File: src/rtl/core/rpsd_pkg.sv
// Shared types and constants for the raster pixel stream decoder.
// No dependencies; every other file of the block imports this package.
package rpsd_pkg;

  // Image formats held in the format register.
  localparam logic [2:0] FMT_P1 = 3'd0;
  localparam logic [2:0] FMT_P2 = 3'd1;
  localparam logic [2:0] FMT_P3 = 3'd2;
  localparam logic [2:0] FMT_P4 = 3'd3;
  localparam logic [2:0] FMT_P5 = 3'd4;
  localparam logic [2:0] FMT_P6 = 3'd5;
  localparam logic [2:0] FMT_P7 = 3'd6;
  localparam logic [2:0] FMT_FF = 3'd7;

  // Register indexes on the configuration port.
  localparam logic [2:0] CFG_FORMAT  = 3'd0;
  localparam logic [2:0] CFG_WIDTH   = 3'd1;
  localparam logic [2:0] CFG_HEIGHT  = 3'd2;
  localparam logic [2:0] CFG_MAXVAL  = 3'd3;
  localparam logic [2:0] CFG_SCALE   = 3'd4;
  localparam logic [2:0] CFG_DEPTH   = 3'd5;
  localparam logic [2:0] CFG_LAYOUT  = 3'd6;
  localparam int unsigned CFG_DATA_W = 40;

  // Result status codes.
  localparam logic [1:0] ST_PIXEL   = 2'd0;
  localparam logic [1:0] ST_EARLY   = 2'd1;
  localparam logic [1:0] ST_BADCHAR = 2'd2;
  localparam logic [1:0] ST_OVER    = 2'd3;

  // Channel layouts of the arbitrary map format.
  localparam logic [1:0] LAY_GRAY  = 2'd0;
  localparam logic [1:0] LAY_GRAYA = 2'd1;
  localparam logic [1:0] LAY_RGB   = 2'd2;
  localparam logic [1:0] LAY_RGBA  = 2'd3;

  // Size limits.
  localparam logic [17:0] MAX_ROW_PIXELS   = 18'd262136;
  localparam logic [18:0] MAX_IMAGE_ROWS   = 19'd458738;
  localparam logic [36:0] MAX_IMAGE_PIXELS = 37'd1879048192;

  // Characters of the plain formats.
  localparam logic [7:0] CH_ZERO    = 8'h30;
  localparam logic [7:0] CH_ONE     = 8'h31;
  localparam logic [7:0] CH_NINE    = 8'h39;
  localparam logic [7:0] CH_HASH    = 8'h23;
  localparam logic [7:0] CH_NEWLINE = 8'h0A;
  localparam logic [7:0] CH_SPACE   = 8'h20;
  localparam logic [7:0] CH_TAB     = 8'h09;
  localparam logic [7:0] CH_CR      = 8'h0D;

  localparam logic [7:0] FULL8 = 8'hFF;

  typedef struct packed {
    logic [2:0]  format;
    logic [17:0] image_width;
    logic [18:0] image_height;
    logic [15:0] max_value;
    logic [39:0] scale_factor;
    logic [2:0]  sample_depth;
    logic [1:0]  channel_layout;
  } cfg_t;

  typedef struct packed {
    logic [7:0] red;
    logic [7:0] green;
    logic [7:0] blue;
    logic [7:0] alpha;
    logic [1:0] status;
    logic       last;
  } res_t;

endpackage

File: src/rtl/core/rpsd_scale.sv
// Sample scaling unit: turns a 16-bit sample into an 8-bit channel.
// Depends on rpsd_pkg for shared constants.
module rpsd_scale
  import rpsd_pkg::*;
(
  input  logic [15:0] sample,
  input  logic [39:0] scale_factor,
  input  logic        is_farbfeld,
  output logic [7:0]  value
);

  logic [55:0] prod;
  logic [23:0] prod_hi;
  logic [7:0]  sat_val;
  logic [15:0] ff_tmp;

  assign prod    = 56'(sample) * 56'(scale_factor);
  assign prod_hi = prod[55:32];
  assign sat_val = (|prod_hi[23:8]) ? FULL8 : prod_hi[7:0];

  // Floor division by 257 without a divider: v - (v >> 8), then take the high byte.
  assign ff_tmp = sample - {8'd0, sample[15:8]};

  assign value = is_farbfeld ? ff_tmp[15:8] : sat_val;

endmodule

File: src/rtl/core/rpsd_decode.sv
// Decoder state and per-cycle result generation for the pixel stream decoder.
// Depends on rpsd_pkg and instantiates rpsd_scale.
module rpsd_decode
  import rpsd_pkg::*;
(
  input  logic       clk,
  input  logic       rst_n,
  input  cfg_t       cfg,
  input  logic       step_en,
  input  logic       item_fire,
  input  logic [7:0] data_byte,
  input  logic       end_of_data,
  output logic       busy,
  output logic       res_valid,
  output res_t       res
);

  logic [30:0] pix_cnt_r, pix_cnt_nxt;
  logic [17:0] col_cnt_r, col_cnt_nxt;
  logic        phase_r, phase_nxt;
  logic [7:0]  high_r, high_nxt;
  logic [7:0]  store_r [4];
  logic [7:0]  store_nxt [4];
  logic [1:0]  ch_idx_r, ch_idx_nxt;
  logic [15:0] num_r, num_nxt;
  logic        in_num_r, in_num_nxt;
  logic        in_cmt_r, in_cmt_nxt;
  logic        fin_r, fin_nxt;
  logic [7:0]  bm_byte_r, bm_byte_nxt;
  logic [2:0]  bm_cnt_r, bm_cnt_nxt;
  logic        pend_fail_r, pend_fail_nxt;

  logic [36:0] img_size;
  logic        size_ok;
  logic        active;
  logic [30:0] pc1;
  logic        pix_last;

  logic        is_text;
  logic        two_byte;
  logic [15:0] samp;
  logic [7:0]  samp_val;
  logic        samp_over;
  logic [2:0]  spp;
  logic [2:0]  ci1;
  logic        samp_pix;
  logic [7:0]  st_new [4];
  logic [7:0]  px_r, px_g, px_b, px_a;

  logic        is_digit, is_space;
  logic [19:0] nv;
  logic [8:0]  w_left;
  logic [17:0] w_diff;
  logic [3:0]  bm_cnt;
  logic [18:0] col_sum;

  logic        take_s;
  logic        text_post;

  assign img_size = 37'(cfg.image_width) * 37'(cfg.image_height);
  assign size_ok  = (cfg.image_width != '0) && (cfg.image_height != '0) &&
                    (cfg.image_width <= MAX_ROW_PIXELS) &&
                    (cfg.image_height <= MAX_IMAGE_ROWS) &&
                    (img_size <= MAX_IMAGE_PIXELS);
  assign active   = !fin_r && size_ok && ({6'd0, pix_cnt_r} < img_size);
  assign pc1      = pix_cnt_r + 31'd1;
  assign pix_last = ({6'd0, pc1} >= img_size);

  assign busy = (bm_cnt_r != '0) || pend_fail_r;

  assign is_text  = (cfg.format <= FMT_P3);
  assign two_byte = (cfg.format == FMT_FF) || (cfg.max_value > 16'd255);
  assign samp     = is_text ? num_r : (two_byte ? {high_r, data_byte} : {8'd0, data_byte});

  rpsd_scale u_scale (
    .sample       (samp),
    .scale_factor (cfg.scale_factor),
    .is_farbfeld  (cfg.format == FMT_FF),
    .value        (samp_val)
  );

  assign samp_over = (cfg.format != FMT_FF) && (samp > cfg.max_value);

  always_comb begin
    unique case (cfg.format)
      FMT_P3, FMT_P6: spp = 3'd3;
      FMT_P7: begin
        if (cfg.sample_depth == 3'd0) spp = 3'd1;
        else if (cfg.sample_depth > 3'd4) spp = 3'd4;
        else spp = cfg.sample_depth;
      end
      FMT_FF:  spp = 3'd4;
      default: spp = 3'd1;
    endcase
  end

  assign ci1      = {1'b0, ch_idx_r} + 3'd1;
  assign samp_pix = (ci1 >= spp);

  always_comb begin
    for (int i = 0; i < 4; i++) begin
      st_new[i] = (ch_idx_r == 2'(i)) ? samp_val : store_r[i];
    end
  end

  always_comb begin
    px_r = st_new[0];
    px_g = st_new[0];
    px_b = st_new[0];
    px_a = FULL8;
    case (cfg.format)
      FMT_P3, FMT_P6: begin
        px_g = st_new[1];
        px_b = st_new[2];
      end
      FMT_FF: begin
        px_g = st_new[1];
        px_b = st_new[2];
        px_a = st_new[3];
      end
      FMT_P7: begin
        case (cfg.channel_layout)
          LAY_GRAY:  px_a = FULL8;
          LAY_GRAYA: px_a = st_new[1];
          LAY_RGB: begin
            px_g = st_new[1];
            px_b = st_new[2];
          end
          default: begin
            px_g = st_new[1];
            px_b = st_new[2];
            px_a = st_new[3];
          end
        endcase
      end
      default: ;
    endcase
  end

  assign is_digit = (data_byte >= CH_ZERO) && (data_byte <= CH_NINE);
  assign is_space = (data_byte == CH_SPACE) || ((data_byte >= CH_TAB) && (data_byte <= CH_CR));
  assign nv       = {1'b0, num_r, 3'd0} + {3'd0, num_r, 1'b0} + 20'(data_byte - CH_ZERO);

  assign w_diff  = cfg.image_width - col_cnt_r;
  assign w_left  = (w_diff > 18'd8) ? 9'd8 : w_diff[8:0];
  assign bm_cnt  = (col_cnt_r >= cfg.image_width) ? 4'd0 : w_left[3:0];
  assign col_sum = {1'b0, col_cnt_r} + 19'(bm_cnt);

  always_comb begin
    pix_cnt_nxt   = pix_cnt_r;
    col_cnt_nxt   = col_cnt_r;
    phase_nxt     = phase_r;
    high_nxt      = high_r;
    store_nxt     = store_r;
    ch_idx_nxt    = ch_idx_r;
    num_nxt       = num_r;
    in_num_nxt    = in_num_r;
    in_cmt_nxt    = in_cmt_r;
    fin_nxt       = fin_r;
    bm_byte_nxt   = bm_byte_r;
    bm_cnt_nxt    = bm_cnt_r;
    pend_fail_nxt = pend_fail_r;
    res_valid     = 1'b0;
    res           = '0;
    take_s        = 1'b0;
    text_post     = 1'b0;

    if (step_en && busy) begin
      if (pend_fail_r) begin
        res_valid     = 1'b1;
        res.status    = ST_BADCHAR;
        res.last      = 1'b1;
        fin_nxt       = 1'b1;
        pend_fail_nxt = 1'b0;
      end else begin
        res_valid   = 1'b1;
        res.red     = bm_byte_r[7] ? 8'd0 : FULL8;
        res.green   = bm_byte_r[7] ? 8'd0 : FULL8;
        res.blue    = bm_byte_r[7] ? 8'd0 : FULL8;
        res.alpha   = FULL8;
        res.status  = ST_PIXEL;
        res.last    = pix_last;
        pix_cnt_nxt = pc1;
        bm_byte_nxt = {bm_byte_r[6:0], 1'b0};
        bm_cnt_nxt  = bm_cnt_r - 3'd1;
        if (pix_last) begin
          fin_nxt    = 1'b1;
          bm_cnt_nxt = 3'd0;
        end
      end
    end else if (item_fire && active) begin
      if (end_of_data) begin
        res_valid  = 1'b1;
        res.status = ST_EARLY;
        res.last   = 1'b1;
        fin_nxt    = 1'b1;
      end else if (is_text) begin
        if (in_cmt_r) begin
          if (data_byte == CH_NEWLINE) in_cmt_nxt = 1'b0;
        end else if (cfg.format == FMT_P1) begin
          if (is_space) begin
            in_cmt_nxt = in_cmt_r;
          end else if (data_byte == CH_HASH) begin
            in_cmt_nxt = 1'b1;
          end else if ((data_byte == CH_ZERO) || (data_byte == CH_ONE)) begin
            res_valid   = 1'b1;
            res.red     = (data_byte == CH_ZERO) ? FULL8 : 8'd0;
            res.green   = (data_byte == CH_ZERO) ? FULL8 : 8'd0;
            res.blue    = (data_byte == CH_ZERO) ? FULL8 : 8'd0;
            res.alpha   = FULL8;
            res.status  = ST_PIXEL;
            res.last    = pix_last;
            pix_cnt_nxt = pc1;
            if (pix_last) fin_nxt = 1'b1;
          end else begin
            res_valid  = 1'b1;
            res.status = ST_BADCHAR;
            res.last   = 1'b1;
            fin_nxt    = 1'b1;
          end
        end else if (is_digit) begin
          in_num_nxt = 1'b1;
          if (nv > {4'd0, cfg.max_value}) begin
            res_valid  = 1'b1;
            res.status = ST_OVER;
            res.last   = 1'b1;
            fin_nxt    = 1'b1;
          end else begin
            num_nxt = nv[15:0];
          end
        end else begin
          if (in_num_r) begin
            in_num_nxt = 1'b0;
            num_nxt    = '0;
            take_s     = 1'b1;
          end
          text_post = 1'b1;
        end
      end else if (cfg.format == FMT_P4) begin
        col_cnt_nxt = (col_sum >= {1'b0, cfg.image_width}) ? 18'd0 : col_sum[17:0];
        if (bm_cnt != 4'd0) begin
          res_valid   = 1'b1;
          res.red     = data_byte[7] ? 8'd0 : FULL8;
          res.green   = data_byte[7] ? 8'd0 : FULL8;
          res.blue    = data_byte[7] ? 8'd0 : FULL8;
          res.alpha   = FULL8;
          res.status  = ST_PIXEL;
          res.last    = pix_last;
          pix_cnt_nxt = pc1;
          if (pix_last) begin
            fin_nxt = 1'b1;
          end else begin
            bm_byte_nxt = {data_byte[6:0], 1'b0};
            bm_cnt_nxt  = 3'(bm_cnt - 4'd1);
          end
        end
      end else begin
        if (two_byte && !phase_r) begin
          high_nxt  = data_byte;
          phase_nxt = 1'b1;
        end else begin
          phase_nxt = 1'b0;
          take_s    = 1'b1;
        end
      end
    end

    // One completed sample: range check, store, and possibly a pixel.
    if (take_s) begin
      if (samp_over) begin
        res_valid  = 1'b1;
        res.status = ST_OVER;
        res.last   = 1'b1;
        fin_nxt    = 1'b1;
      end else begin
        store_nxt[ch_idx_r] = samp_val;
        if (samp_pix) begin
          ch_idx_nxt  = 2'd0;
          res_valid   = 1'b1;
          res.red     = px_r;
          res.green   = px_g;
          res.blue    = px_b;
          res.alpha   = px_a;
          res.status  = ST_PIXEL;
          res.last    = pix_last;
          pix_cnt_nxt = pc1;
          if (pix_last) fin_nxt = 1'b1;
        end else begin
          ch_idx_nxt = ci1[1:0];
        end
      end
    end

    // The byte that ended a number is still checked as a separator.
    if (text_post && !(take_s && (samp_over || (samp_pix && pix_last)))) begin
      if (is_space) begin
        in_cmt_nxt = in_cmt_r;
      end else if (data_byte == CH_HASH) begin
        in_cmt_nxt = 1'b1;
      end else if (take_s && samp_pix) begin
        pend_fail_nxt = 1'b1;
      end else begin
        res_valid  = 1'b1;
        res.status = ST_BADCHAR;
        res.last   = 1'b1;
        fin_nxt    = 1'b1;
      end
    end
  end

  always_ff @(posedge clk) begin
    if (!rst_n) begin
      pix_cnt_r   <= '0;
      col_cnt_r   <= '0;
      phase_r     <= 1'b0;
      high_r      <= '0;
      ch_idx_r    <= '0;
      num_r       <= '0;
      in_num_r    <= 1'b0;
      in_cmt_r    <= 1'b0;
      fin_r       <= 1'b0;
      bm_cnt_r    <= '0;
      pend_fail_r <= 1'b0;
    end else begin
      pix_cnt_r   <= pix_cnt_nxt;
      col_cnt_r   <= col_cnt_nxt;
      phase_r     <= phase_nxt;
      high_r      <= high_nxt;
      ch_idx_r    <= ch_idx_nxt;
      num_r       <= num_nxt;
      in_num_r    <= in_num_nxt;
      in_cmt_r    <= in_cmt_nxt;
      fin_r       <= fin_nxt;
      bm_cnt_r    <= bm_cnt_nxt;
      pend_fail_r <= pend_fail_nxt;
    end
  end

  always_ff @(posedge clk) begin
    bm_byte_r <= bm_byte_nxt;
    store_r   <= store_nxt;
  end

endmodule

File: src/rtl/core/raster_pixel_stream_decoder.sv
// Top level of the raster pixel stream decoder: configuration registers,
// result register and handshakes. Depends on rpsd_pkg and rpsd_decode.
//
// This block turns the body bytes of a PBM, PGM, PPM, PAM or farbfeld image
// into RGBA8 pixels, after software has parsed the header and written the
// configuration registers. Each input item is one body byte, or an end marker.
// Every item that yields at most one result is taken without a hold-off, so
// the block sustains one item per clock whenever the result side keeps up. A P4
// bitmap byte gives up to eight pixels, and a text separator that both
// completes a pixel and is a bad character gives two results. The first
// result is computed in the cycle that takes the item and registered; the
// decoder then drains the rest through the single result register at one per
// cycle while the result side keeps up, and holds off the next item until the
// extra results are out (up to seven for a bitmap byte). The path per cycle is
// one 16 by 40 scaling multiply with saturation in the sample unit. Decoding
// stops after the final pixel or any status item until reset.
module raster_pixel_stream_decoder
  import rpsd_pkg::*;
(
  input  logic        clk,
  input  logic        rst_n,
  input  logic        in_valid,
  output logic        in_ready,
  input  logic [7:0]  in_data_byte,
  input  logic        in_end_of_data,
  output logic        out_valid,
  input  logic        out_ready,
  output logic [7:0]  out_red,
  output logic [7:0]  out_green,
  output logic [7:0]  out_blue,
  output logic [7:0]  out_alpha,
  output logic [1:0]  out_status,
  output logic        out_last,
  input  logic        cfg_we,
  input  logic [2:0]  cfg_index,
  input  logic [CFG_DATA_W-1:0] cfg_wdata
);

  cfg_t cfg_r;
  logic out_valid_r;
  res_t out_r;
  logic slot_free;
  logic busy;
  logic res_valid;
  res_t res;
  logic item_fire;

  // Configuration registers; writes land at once and leave the decode state alone.
  always_ff @(posedge clk) begin
    if (!rst_n) begin
      cfg_r.format         <= FMT_P1;
      cfg_r.image_width    <= 18'd1;
      cfg_r.image_height   <= 19'd1;
      cfg_r.max_value      <= 16'd255;
      cfg_r.scale_factor   <= 40'h01_0000_0000;
      cfg_r.sample_depth   <= 3'd1;
      cfg_r.channel_layout <= LAY_GRAY;
    end else if (cfg_we) begin
      unique case (cfg_index)
        CFG_FORMAT: cfg_r.format         <= cfg_wdata[2:0];
        CFG_WIDTH:  cfg_r.image_width    <= cfg_wdata[17:0];
        CFG_HEIGHT: cfg_r.image_height   <= cfg_wdata[18:0];
        CFG_MAXVAL: cfg_r.max_value      <= cfg_wdata[15:0];
        CFG_SCALE:  cfg_r.scale_factor   <= cfg_wdata[39:0];
        CFG_DEPTH:  cfg_r.sample_depth   <= cfg_wdata[2:0];
        CFG_LAYOUT: cfg_r.channel_layout <= cfg_wdata[1:0];
        default: ;
      endcase
    end
  end

  // The result register can take a new result when empty or being emptied.
  assign slot_free = !out_valid_r || out_ready;
  assign in_ready  = slot_free && !busy;
  assign item_fire = in_valid && in_ready;

  rpsd_decode u_decode (
    .clk         (clk),
    .rst_n       (rst_n),
    .cfg         (cfg_r),
    .step_en     (slot_free),
    .item_fire   (item_fire),
    .data_byte   (in_data_byte),
    .end_of_data (in_end_of_data),
    .busy        (busy),
    .res_valid   (res_valid),
    .res         (res)
  );

  always_ff @(posedge clk) begin
    if (!rst_n) begin
      out_valid_r <= 1'b0;
    end else if (slot_free) begin
      out_valid_r <= res_valid;
    end
  end

  always_ff @(posedge clk) begin
    if (slot_free && res_valid) begin
      out_r <= res;
    end
  end

  assign out_valid  = out_valid_r;
  assign out_red    = out_r.red;
  assign out_green  = out_r.green;
  assign out_blue   = out_r.blue;
  assign out_alpha  = out_r.alpha;
  assign out_status = out_r.status;
  assign out_last   = out_r.last;

endmodule

File: config.mk
export PLATFORM = sky130hd
export DESIGN_NAME = raster_pixel_stream_decoder
export DESIGN_NICKNAME = d
export VERILOG_FILES = /design/src/rtl/core/rpsd_pkg.sv /design/src/rtl/core/rpsd_scale.sv /design/src/rtl/core/rpsd_decode.sv /design/src/rtl/core/raster_pixel_stream_decoder.sv
export SDC_FILE = /design/constraint.sdc
export NUM_CORES = 2
export LEC_CHECK = 0
export ABC_CLOCK_PERIOD_IN_PS = 15600
export BUFFER_PORTS_ARGS = -buffer_cell sky130_fd_sc_hd__buf_2
export CORE_MARGIN = 5
export CORE_UTILIZATION = 35
export DETAILED_ROUTE_END_ITERATION = 6
export MAX_ROUTING_LAYER = met4
export SLEW_MARGIN = 15
export SYNTH_ARGS = -nofsm -noshare
export SYNTH_HDL_FRONTEND = slang
export SYNTH_SLANG_ARGS = --single-unit
File: constraint.sdc
create_clock -name clk -period 15.6 [get_ports clk]
set_input_delay 3.12 -clock clk [delete_from_list [all_inputs] [get_ports clk]]
set_output_delay 3.12 -clock clk [all_outputs]
set_load 0.005 [all_outputs]
==> impl_metrics.xml <==
<?xml version="1.0" encoding="UTF-8"?>
<metrics>
  <group name="status">
    <metric name="status" unit="">complete, no violations</metric>
  </group>
  <group name="clocking">
    <metric name="postCtsHoldBufs" unit="">0</metric>
    <metric name="path_clk_slew" unit="ns">0.06</metric>
    <metric name="root_buffer" unit="">sky130_fd_sc_hd__clkbuf_16</metric>
    <metric name="cts_num_sinks" unit="">259</metric>
    <metric name="clock_path_buffers" unit="">3</metric>
    <metric name="cts_inserted_buffers" unit="">35</metric>
    <metric name="cts-resized-gates" unit="">0</metric>
    <metric name="ctsHtreeMaxLevel" unit="">2</metric>
    <metric name="cts_setup_buffers" unit="">0</metric>
    <metric name="tritoncts" unit="">done</metric>
    <metric name="insertion_delay" unit="ns">0.62</metric>
  </group>
  <group name="synthesis">
    <metric name="synth_fp_nets" unit="">7256</metric>
    <metric name="postSynthCellCount" unit="">5975</metric>
    <metric name="yosysSeqAreaShare" unit="%">11.86</metric>
    <metric name="synth.lib_cells_used.distinct" unit="">100</metric>
    <metric name="synth_enable_flop_cells" unit="">74</metric>
    <metric name="synth-seq-cells" unit="">259</metric>
    <metric name="synth.cell_area" unit="sq um">49950</metric>
    <metric name="asr_flop_ratio_synth" unit="%">0</metric>
    <metric name="synth-warning-count" unit="">0</metric>
    <metric name="synth_flop_cell" unit="">sky130_fd_sc_hd__dfxtp_1</metric>
    <metric name="synthesized_area_per_cell" unit="sq um">8.359</metric>
  </group>
  <group name="placement">
    <metric name="buffer_ports.inserted" unit="">93</metric>
    <metric name="dp_hpwl" unit="um">115600</metric>
    <metric name="globalplace.congestion" unit="">0.9166</metric>
    <metric name="detailed_place.area" unit="sq um">52120</metric>
  </group>
  <group name="floorplan">
    <metric name="rows" unit="">138</metric>
    <metric name="dieArea" unit="sq um">150400</metric>
    <metric name="core_area" unit="sq um">141800</metric>
    <metric name="ios" unit="">94</metric>
    <metric name="die_width" unit="um">387.8</metric>
    <metric name="floorplan.initialDensity" unit="%">35.23</metric>
    <metric name="die_height" unit="um">387.8</metric>
  </group>
  <group name="critical_path">
    <metric name="path_buf_inv" unit="">9</metric>
    <metric name="timing.critical_path.to_type" unit="">register</metric>
    <metric name="reg_to_reg_start" unit="">cfg_r[100]</metric>
    <metric name="worst_path_cell_with_the_longest_stage_delay" unit="">sky130_fd_sc_hd__o21ai_4</metric>
    <metric name="worst_setup_path_startpoint" unit="">in_data_byte[1]</metric>
    <metric name="crit_path_start_kind" unit="">input pin</metric>
    <metric name="critical_path_required" unit="ns">15.93</metric>
    <metric name="timing.critical_path.fanout_max" unit="">21</metric>
    <metric name="worstSetupPathType" unit="">input pin to register</metric>
    <metric name="worst_path_largest_cell_delay" unit="ns">0.63</metric>
    <metric name="cp_data_arrival_time" unit="ns">11.82</metric>
    <metric name="largest_delay_contributor_family_on_the_critical_path" unit="">adder cells</metric>
  </group>
  <group name="drt">
    <metric name="routedWlPerCell" unit="um">19.35</metric>
    <metric name="remaining_drc_errors" unit="">0</metric>
    <metric name="vias_post_dr" unit="">41110</metric>
    <metric name="drt.antenna.violating_nets" unit="">0</metric>
    <metric name="drt_pre_antenna_iters" unit="">6</metric>
    <metric name="drt-initial-drc-count" unit="">2591</metric>
    <metric name="finalWirelength" unit="um">150400</metric>
    <metric name="post_drt_via_cell_ratio" unit="">5.289</metric>
  </group>
  <group name="global_route">
    <metric name="grtUsageTotal" unit="%">20.38</metric>
    <metric name="grt_antenna_before_repair" unit="">14</metric>
    <metric name="grt_start_max_net_pins" unit="">82</metric>
    <metric name="grt-ovfl-total" unit="">0</metric>
    <metric name="grt_first_pass_wirelength" unit="um">240300</metric>
    <metric name="first_global_vias" unit="">42700</metric>
  </group>
  <group name="cells_and_area">
    <metric name="post_route_cells_drive_above_1_share" unit="%">4.923</metric>
    <metric name="postLayoutCoreUtil" unit="%">37.63</metric>
    <metric name="final_common_cell" unit="">sky130_fd_sc_hd__inv_1</metric>
    <metric name="cell_area_after_layout" unit="sq um">53340</metric>
    <metric name="area_growth_syn_to_layout" unit="%">6.794</metric>
    <metric name="layout.cells.most_common_list" unit="">1035 x sky130_fd_sc_hd__inv_1, 938 x sky130_fd_sc_hd__nand2_1, 818 x sky130_fd_sc_hd__fa_1, 470 x sky130_fd_sc_hd__and2_1, 406 x sky130_fd_sc_hd__ha_1</metric>
    <metric name="final_net_count" unit="">7125</metric>
  </group>
  <group name="timing">
    <metric name="fmaxAchievable" unit="MHz">86.96</metric>
    <metric name="tightest_slew" unit="ns">1.241</metric>
    <metric name="grt_setup_unrepaired" unit="">no</metric>
    <metric name="finalMaxSlewViolations" unit="">0</metric>
    <metric name="final.min_clock_period" unit="ns">11.50</metric>
    <metric name="finalCritPeriodShare" unit="%">73.71</metric>
    <metric name="final.setup.tns" unit="ns">0</metric>
    <metric name="final-hold-violation-count" unit="">0</metric>
    <metric name="setup_skew_after_layout" unit="ns">0.06188</metric>
    <metric name="setup-violations-final" unit="">0</metric>
    <metric name="slew_margin_rel" unit="%">17.13</metric>
  </group>
  <group name="job">
    <metric name="maxCapViolations" unit="">0</metric>
  </group>
  <group name="worst_hold_path">
    <metric name="hp-start" unit="">u_decode.col_cnt_r[17]</metric>
    <metric name="min-delay-path-class" unit="">register to register</metric>
  </group>
  <group name="power">
    <metric name="power.density_cell_area" unit="nW/um^2">46.95</metric>
    <metric name="vdd_ir_drop_max" unit="mV">0.09962</metric>
    <metric name="leakagePower" unit="uW">0.02380</metric>
  </group>
</metrics>
==> registers in the layout, indices dropped and copies added (netlist names) <==
name and cells:
out_green 8, out_valid 1, u_decode.bm_cnt_r 3, u_decode.pend_fail_r 1
u_decode.store_r 32, out_last 1, u_decode.col_cnt_r 18, u_decode.in_cmt_r 1
cfg_r 101, u_decode.num_r 16, u_decode.ch_idx_r 2, out_alpha 8
out_blue 8, u_decode.high_r 8, u_decode.phase_r 1, out_red 8
out_status 2, u_decode.in_num_r 1, u_decode.pix_cnt_r 31, u_decode.bm_byte_r 7
u_decode.fin_r 1
==> cell families after synthesis <==
group	Yosys count	synth area share (%)
adders and majority gates	1225	42.98
muxes	63	1.308
AOI/OAI and AO/OA	868	11.12
buffers and inverters	1359	10.30
xor gates and xnor gates	122	2.139
DFF	259	11.86
and+or+nand+nor	2079	20.29
==> synthesized netlist by cell type, types with 10 or more instances <==
cell type / count / area share, %
sky130_fd_sc_hd__nor3_1: 71 / 0.71
sky130_fd_sc_hd__a2111oi_0: 12 / 0.21
sky130_fd_sc_hd__o21bai_1: 13 / 0.20
sky130_fd_sc_hd__edfxtp_1: 74 / 4.4
sky130_fd_sc_hd__o21ai_1: 17 / 0.17
sky130_fd_sc_hd__a31oi_1: 40 / 0.50
sky130_fd_sc_hd__and4_1: 10 / 0.18
sky130_fd_sc_hd__xnor2_1: 79 / 1.4
sky130_fd_sc_hd__and3_1: 38 / 0.48
sky130_fd_sc_hd__a21o_1: 76 / 1.1
sky130_fd_sc_hd__buf_2: 21 / 0.21
sky130_fd_sc_hd__buf_1: 24 / 0.18
sky130_fd_sc_hd__nand2_1: 938 / 7.0
sky130_fd_sc_hd__or3_1: 17 / 0.21
sky130_fd_sc_hd__nor3b_1: 12 / 0.18
sky130_fd_sc_hd__clkbuf_1: 274 / 2.1
sky130_fd_sc_hd__fa_1: 818 / 33
sky130_fd_sc_hd__a211oi_1: 24 / 0.36
sky130_fd_sc_hd__mux2_2: 12 / 0.27
sky130_fd_sc_hd__o2111ai_1: 10 / 0.18
sky130_fd_sc_hd__and2_1: 470 / 5.9
sky130_fd_sc_hd__a221oi_1: 13 / 0.23
sky130_fd_sc_hd__a21oi_1: 325 / 3.3
sky130_fd_sc_hd__ha_1: 406 / 10
sky130_fd_sc_hd__o211ai_1: 33 / 0.50
sky130_fd_sc_hd__xor2_1: 43 / 0.75
sky130_fd_sc_hd__nand2b_1: 29 / 0.36
sky130_fd_sc_hd__nor4_1: 35 / 0.44
sky130_fd_sc_hd__o31ai_1: 10 / 0.15
sky130_fd_sc_hd__mux2i_1: 45 / 0.90
sky130_fd_sc_hd__nand3_1: 98 / 0.98
sky130_fd_sc_hd__o221ai_1: 11 / 0.19
sky130_fd_sc_hd__o21a_1: 32 / 0.48
sky130_fd_sc_hd__inv_1: 1035 / 7.8
sky130_fd_sc_hd__nor2b_1: 46 / 0.58
sky130_fd_sc_hd__dfxtp_1: 185 / 7.4
sky130_fd_sc_hd__nor2_1: 195 / 1.5
sky130_fd_sc_hd__nand4_1: 68 / 0.85
sky130_fd_sc_hd__o21ai_0: 132 / 1.3
==> final cells by class <==
| type | count | area (sq um) |
|---|---|---|
| Tap cell | 1890 | 2365 |
| Timing Repair Buffer | 154 | 923.4 |
| Multi-Input combinational cell | 4357 | 39010 |
| Clock buffer | 40 | 904.6 |
| Clock inverter | 23 | 277.8 |
| Inverter | 1037 | 3895 |
| Sequential cell | 259 | 5927 |
| Antenna cell | 13 | 32.53 |
| Fill cell | 14590 | 88420 |
==> layer usage <==
| metal | vias up | part of all wire (%) | GRT usage, % |
|---|---|---|---|
| li1 | 18760 | - | - |
| met1 | 20780 | 42 | 26.08 |
| met2 | 1292 | 48 | 33.31 |
| met3 | 283 | 6.7 | 3.270 |
| met4 | 0 | 3.2 | 6.221 |
| met5 | - | 0 | - |
==> worst paths after layout <==
| kind | to | slack (ns) | cells past startpoint |
|---|---|---|---|
| hold / removal | u_decode.col_cnt_r[17] | 0.45 | 2 |
| hold reg to reg | u_decode.col_cnt_r[17] | 0.45 | 2 |
| setup reg to reg | out_green[0] | 4.56 | 28 |
| setup / recovery | out_green[0] | 4.10 | 30 |
==> stage by stage <==
step	setup slack, ns	power (uW)	hold WS [ns]	instances
final	4.101	2504	0.4532	7773
after global routing	3.602	2633	0.4766	7771
after CTS	4.176	2523	0.4552	7760
after detailed placement	3.551	1656	0.4478	7697
after global placement	3.643	1645	0.4415	7697
after floorplan	4.636	1363	0.4319	5975
==> tightest hold or removal path, stage by stage (launching register included) <==
cell and delay [ns]:
sky130_fd_sc_hd__dfxtp_1 0.31, sky130_fd_sc_hd__nand2_1 0.05, sky130_fd_sc_hd__a21oi_1 0.05
==> power breakdown <==
part           internal (uW)  total [uW]  switching (uW)
Clock                    494         858             365
Combinational            271         762             491
Sequential               816         884            68.3
Total                   1580        2500             924
(Power assumes the default switching activity.)
